## src/design/csm_pkg.sv

```systemverilog
`default_nettype none

package csm_pkg;

    localparam int CMD_W   = 2;
    localparam int COL_W   = 12;
    localparam int VAL_W   = 32;
    localparam int ROW_W   = 16;
    localparam int SUM_W   = 64;

    localparam logic [CMD_W-1:0] CMD_LOAD = 2'd0;
    localparam logic [CMD_W-1:0] CMD_MAC  = 2'd1;
    localparam logic [CMD_W-1:0] CMD_END  = 2'd2;

    localparam logic signed [SUM_W-1:0] SUM_MAX = {1'b0, {(SUM_W-1){1'b1}}};
    localparam logic signed [SUM_W-1:0] SUM_MIN = {1'b1, {(SUM_W-1){1'b0}}};

    typedef struct packed {
        logic [CMD_W-1:0]        cmd;
        logic [COL_W-1:0]        col_index;
        logic signed [VAL_W-1:0] value;
    } t_in;

    typedef struct packed {
        logic [ROW_W-1:0]        row_number;
        logic signed [SUM_W-1:0] row_sum;
        logic                    saturated;
    } t_out;

    typedef enum logic [1:0] {
        OP_LOAD,
        OP_MAC,
        OP_END
    } t_kind;

    // classified transaction passed from front to back
    typedef struct packed {
        t_kind                   kind;
        logic                    hit;
        logic [COL_W-1:0]        col;
        logic signed [VAL_W-1:0] value;
    } t_op;

endpackage

`default_nettype wire

```

## src/design/csm_back.sv

```systemverilog
`default_nettype none

module csm_back #(
    parameter int MAX_ROWS = 65536,
    parameter int ADDR_W   = 12
) (
    input  logic                      i_clk,
    input  logic                      i_rst_n,
    input  logic                      i_q_valid,
    input  csm_pkg::t_op              i_q_op,
    output logic                      o_q_pop,
    output logic                      o_ram_wr_en,
    output logic                      o_ram_rd_en,
    output logic [ADDR_W-1:0]         o_ram_addr,
    output logic [csm_pkg::VAL_W-1:0] o_ram_wr_data,
    input  logic [csm_pkg::VAL_W-1:0] i_ram_rd_data,
    output logic                      o_out_valid,
    output csm_pkg::t_out             o_out_data,
    input  logic                      i_out_stall
);

    import csm_pkg::*;

    localparam logic [ROW_W:0] RowLim = (ROW_W+1)'(MAX_ROWS);

    logic                     r_s1_valid;
    t_kind                    r_s1_kind;
    logic                     r_s1_hit;
    logic signed [VAL_W-1:0]  r_s1_value;

    logic                     r_s2_valid;
    t_kind                    r_s2_kind;
    logic signed [SUM_W-1:0]  r_s2_prod;

    logic signed [SUM_W-1:0]  r_acc;
    logic                     r_sat;
    logic [ROW_W-1:0]         r_row;
    logic                     r_out_valid;
    t_out                     r_out;

    logic                     en;
    logic                     s2_end;
    logic signed [SUM_W-1:0]  mul;
    logic signed [SUM_W-1:0]  prod;
    logic signed [SUM_W-1:0]  sum;
    logic                     ovf;
    logic signed [SUM_W-1:0]  n_acc;
    logic [ROW_W:0]           row_inc;
    logic [ROW_W-1:0]         n_row;

    assign s2_end  = r_s2_valid && (r_s2_kind == OP_END);
    assign en      = !(s2_end && r_out_valid && i_out_stall);
    assign o_q_pop = i_q_valid && en;

    assign o_ram_addr    = i_q_op.col[ADDR_W-1:0];
    assign o_ram_wr_data = i_q_op.value;
    assign o_ram_wr_en   = o_q_pop && (i_q_op.kind == OP_LOAD);
    assign o_ram_rd_en   = o_q_pop && (i_q_op.kind == OP_MAC);

    // signed 32 x 32 product, exact in Q32.32
    assign mul  = SUM_W'(r_s1_value) * SUM_W'($signed(i_ram_rd_data));
    assign prod = r_s1_hit ? mul : '0;

    assign sum   = r_acc + r_s2_prod;
    assign ovf   = (r_acc[SUM_W-1] == r_s2_prod[SUM_W-1]) && (sum[SUM_W-1] != r_acc[SUM_W-1]);
    assign n_acc = ovf ? (r_s2_prod[SUM_W-1] ? SUM_MIN : SUM_MAX) : sum;

    assign row_inc = {1'b0, r_row} + 1'b1;
    assign n_row   = (row_inc >= RowLim) ? '0 : row_inc[ROW_W-1:0];

    always_ff @(posedge i_clk) begin
        if (en) begin
            r_s1_kind  <= i_q_op.kind;
            r_s1_hit   <= i_q_op.hit;
            r_s1_value <= i_q_op.value;
            r_s2_kind  <= r_s1_kind;
            r_s2_prod  <= prod;
        end
        if (en && s2_end) begin
            r_out.row_number <= r_row;
            r_out.row_sum    <= r_acc;
            r_out.saturated  <= r_sat;
        end
        if (!i_rst_n) begin
            r_s1_valid  <= 1'b0;
            r_s2_valid  <= 1'b0;
            r_acc       <= '0;
            r_sat       <= 1'b0;
            r_row       <= '0;
            r_out_valid <= 1'b0;
        end else begin
            if (en) begin
                r_s1_valid <= o_q_pop && (i_q_op.kind != OP_LOAD);
                r_s2_valid <= r_s1_valid;
                if (r_s2_valid) begin
                    case (r_s2_kind)
                        OP_MAC: begin
                            r_acc <= n_acc;
                            r_sat <= r_sat | ovf;
                        end
                        OP_END: begin
                            r_acc <= '0;
                            r_sat <= 1'b0;
                            r_row <= n_row;
                        end
                        default: begin
                            r_acc <= r_acc;
                        end
                    endcase
                end
            end
            if (en && s2_end) begin
                r_out_valid <= 1'b1;
            end else if (!i_out_stall) begin
                r_out_valid <= 1'b0;
            end
        end
    end

    assign o_out_valid = r_out_valid;
    assign o_out_data  = r_out;

    a_freeze: assert property (@(posedge i_clk) disable iff (!i_rst_n)
        !en |=> $stable(r_s1_valid) && $stable(r_s2_valid))
        else $error("pipeline moved while blocked");

    a_row_emit: assert property (@(posedge i_clk) disable iff (!i_rst_n)
        (en && s2_end) |=> o_out_valid && (o_out_data.row_sum == $past(r_acc))
            && (o_out_data.row_number == $past(r_row)))
        else $error("end of row not emitted");

    a_row_clear: assert property (@(posedge i_clk) disable iff (!i_rst_n)
        (en && s2_end) |=> (r_acc == '0) && !r_sat)
        else $error("row sum not cleared");

endmodule

`default_nettype wire

```

## config.mk

```make
export PLATFORM = sky130hd
export DESIGN_NAME = csm_back
export DESIGN_NICKNAME = d
export VERILOG_FILES = /design/src/design/csm_pkg.sv /design/src/design/csm_back.sv
export SDC_FILE = /design/constraint.sdc
export NUM_CORES = 2
export LEC_CHECK = 0
export ABC_AREA = 1
export BUFFER_PORTS_ARGS = -buffer_cell sky130_fd_sc_hd__clkbuf_2
export CORE_ASPECT_RATIO = 1.4
export CORE_MARGIN = 2
export CORE_UTILIZATION = 55
export CTS_CLUSTER_DIAMETER = 50
export DETAILED_ROUTE_END_ITERATION = 12
export PLACE_DENSITY = 0.79
export SETUP_SLACK_MARGIN = 0.3
export SYNTH_ARGS = -nofsm -noshare
export SYNTH_HDL_FRONTEND = slang
export SYNTH_SLANG_ARGS = --single-unit
export TNS_END_PERCENT = 5
```

## constraint.sdc

```tcl
create_clock -name i_clk -period 11.9 [get_ports i_clk]
set_input_delay 0 -clock i_clk [delete_from_list [all_inputs] [get_ports i_clk]]
set_output_delay 0 -clock i_clk [all_outputs]
set_load 0.005 [all_outputs]
```

==> results by group <==
Die
  • Chip width: between 200 and 300 um
  • Core Area: between 90000 and 100000 sq um
  • Core Rows: around 130
  • Die Area: a little under 100000 sq um
  • Die extent in y: roughly 370 um
  • I/O pin total: about 210
  • Initial Utilization: 0.555

STA
  • Slew Viols, Final: 0
  • Worst-Margin Slew: 1.18 ns
  • Hold Fails Final Rpt: 0
  • Period utilization: 0.720
  • Final setup viols: 0
  • Tmin final: between 8 and 9 ns
  • Final Skew: 0.0301 ns
  • Highest Clock Rate: about 120 MHz
  • RSZ-0062 raised after global routing: false
  • Slew HR: 0.214
  • Setup TNS: 0 ns

Layout
  • Commonest non-fill, non-tap cell in the layout: nand2_1
  • Layout cells sized above 1: 0.0484
  • Area Overhead vs Synth: 6.18%
  • Fillers: 8444
  • Nets: roughly 8200
  • Most frequent cells in the layout: 1915 x nand2_1, 1911 x inv_1, 1084 x fa_1, 326 x nor2_1, 249 x ha_1
  • Diodes inserted: 0
  • Final Core Density: 0.589

Run
  • Max cap viols: 0

GRT
  • Largest net degree at the start of global routing: between 70 and 80
  • Global routing usage on met3: 0.0671
  • Met1 Use GR: 0.369
  • Gr ovfl total: 0
  • Gr usage total: 0.342
  • First-pass GRT wire length: 255000 um
  • Initial antenna violation count: 1
  • Busiest grt layer: met2
  • M2 GR Usage: 0.594
  • Number of global-route vias before repair: approximately 47000

Route
  • Vias/cell: 5.43
  • Routed Antenna Nets: 0
  • DRT iter0 DRCs: around 3300
  • DRT Wirelength: approximately 160000 um
  • WL per Instance: 20.2 um
  • Router iterations before antenna repair: 9
  • Via count: 43700
  • DR DRC count: 0

Logic synthesis
  • Synth Register Bits: approximately 270
  • Compound-Gate Fraction of Synth Area: 0.0425
  • Syn_nets: 8170
  • Seq/Total Area, Yosys: 0.135
  • Syn Area/Cell: 7.82 sq um
  • Cell variety after synth: 49
  • Mux contribution to synthesized area: 0
  • Post-synth EDFFs: about 180
  • Synth warn: 0
  • Simple-gate share of the synthesized area: 0.187
  • Largest family of logic cells by synthesized area: adder cells
  • Ys flop type: edfxtp_1
  • Area share of fa/ha/maj cells after synthesis: 0.470
  • Synth Area in XOR/XNOR: 0.00680
  • Cell area after synthesis: between 50000 and 60000 sq um
  • Post-Synthesis Cells: 6754
  • Ys async rst share: 0

Clock tree
  • Post-CTS sizing: 0
  • CTS Buffer Depth: 3
  • H-tree Lvls: 2
  • Worst-Skew Late Latency: 0.60 ns
  • Clock-pin slew on the worst setup and hold paths: roughly 0.06 ns
  • Clock Sink Count: about 270
  • Root Buffer: clkbuf_16
  • CTS tree: built
  • CTS buffer count: 37

Worst setup path
  • Most common cell on crit path: inv_1
  • CP required: about 12 ns
  • Crit path depth: 28
  • Data arrival time of the worst path: around 9.0 ns
  • R2R Path Start: r_s1_value[31]
  • Worst Path Buf+Inv: 10
  • Cells on worst reg2reg path: 28
  • Setup crit start: r_s1_value[31]
  • Critical Path End Type: register
  • Crit path launch type: register
  • Worst Path Max Fanout: 32
  • Reg-to-Reg End: r_s2_prod[54]
  • CP endpoint: r_s2_prod[54]
  • Largest stage delay on the critical path: approximately 0.86 ns
  • Reg2Reg Setup Slack: around 3.3 ns
  • CP max stage cell: fa_1
  • Critical path class: reg2reg
  • CP top delay family: adder cells

Hold path
  • Hold WC Path Type: in2out

Run status
  • Status: completed

Place
  • Post-detail-place hpwl: between 100000 and 150000 um
  • RePlAce Congestion: between 1 and 1.5
  • Port bufs: approximately 190
[sequential cells by signal, indices dropped and copies added (netlist names), 2 cells and up]
signal,cells
o_out_data,81
r_acc,64
r_s2_prod,64
r_s1_value,32
r_row,16
r_s1_kind,2
r_s2_kind,2
[worst min path at each step]
stage	slack, ns	cells past startpoint	startpoint	end
floorplan	0.03	1	i_q_op[46]	o_ram_rd_en
global placement	0.00004	0	i_q_op[43]	o_ram_addr[11]
detailed placement	0.00004	0	i_q_op[43]	o_ram_addr[11]
CTS	0.00004	0	i_q_op[43]	o_ram_addr[11]
global route	0.00001	0	i_q_op[32]	o_ram_addr[0]
finish	0.000002	0	i_q_op[32]	o_ram_addr[0]
[logic make-up (layout without fill, tap and decap cells)]
kind of cell,Yosys count,in the layout
flops,266,266
xor+xnor,41,41
fa+ha+maj,1333,1333
buf+inv,2185,2253
compound gates,422,422
simple gates,2507,2507
[stage by stage]
stage | hold slack (ns) | setup slack, ns | area (sq um) | std cells
after floorplan | 0.0311 | 4.58 | 52800 | 6754
after global placement | 0.0000381 | 3.37 | 54500 | 7942
after detailed placement | 0.0000381 | 3.23 | 54500 | 7942
after CTS | 0.0000381 | 3.27 | 56100 | 8046
after global routing | 0.0000129 | 2.81 | 56100 | 8046
final | 0.00000198 | 3.33 | 56100 | 8046
[layout make-up]
type                            count  area (sq um)  area share
Tap cell                         1224          1530      0.0273
Sequential cell                   266          7150       0.127
Timing Repair Buffer              270          1650      0.0295
Clock buffer                       42           965      0.0172
Inverter                         1917          7200       0.128
Clock inverter                     24           270     0.00482
Multi-Input combinational cell   4303         37300       0.665
[timing repair]
item | CTS | global route
endpoints found under the hold margin | 49 | 0
hold buffers | 38 | 0
setup buffers | 0 | 0
setup endpoints to repair | 0 | 0
[synthesized netlist by cell type (7+ instances only)]
cell type / n / area, sq um
nand3_1: 161 / 806
o21bai_1: 20 / 150
o21ai_0: 115 / 576
o21ai_1: 7 / 35.0
nor3_1: 32 / 160
nor2_1: 328 / 1230
o21a_1: 12 / 90.1
xor2_1: 36 / 315
inv_1: 1913 / 7180
buf_4: 44 / 330
fa_1: 1084 / 21700
clkbuf_1: 216 / 811
edfxtp_1: 182 / 5470
a21oi_1: 244 / 1220
or2_2: 7 / 43.8
a31oi_1: 7 / 43.8
buf_2: 7 / 35.0
dfxtp_1: 84 / 1680
nand2_1: 1915 / 7190
nand4_1: 24 / 150
ha_1: 249 / 3120
[metal layers]
metal / part of all wire / up-vias / wire, um
li1: - / 19500 / -
met3: 0.087 / 791 / 14100
met4: 0.093 / 2 / 15100
met2: 0.48 / 2367 / 78800
met1: 0.34 / 21100 / 54800
met5: 0.000080 / - / 13
Power is left out: the tool's default activity adds up to more than one toggle a clock period on the data nets, which glitch-free logic cannot reach.
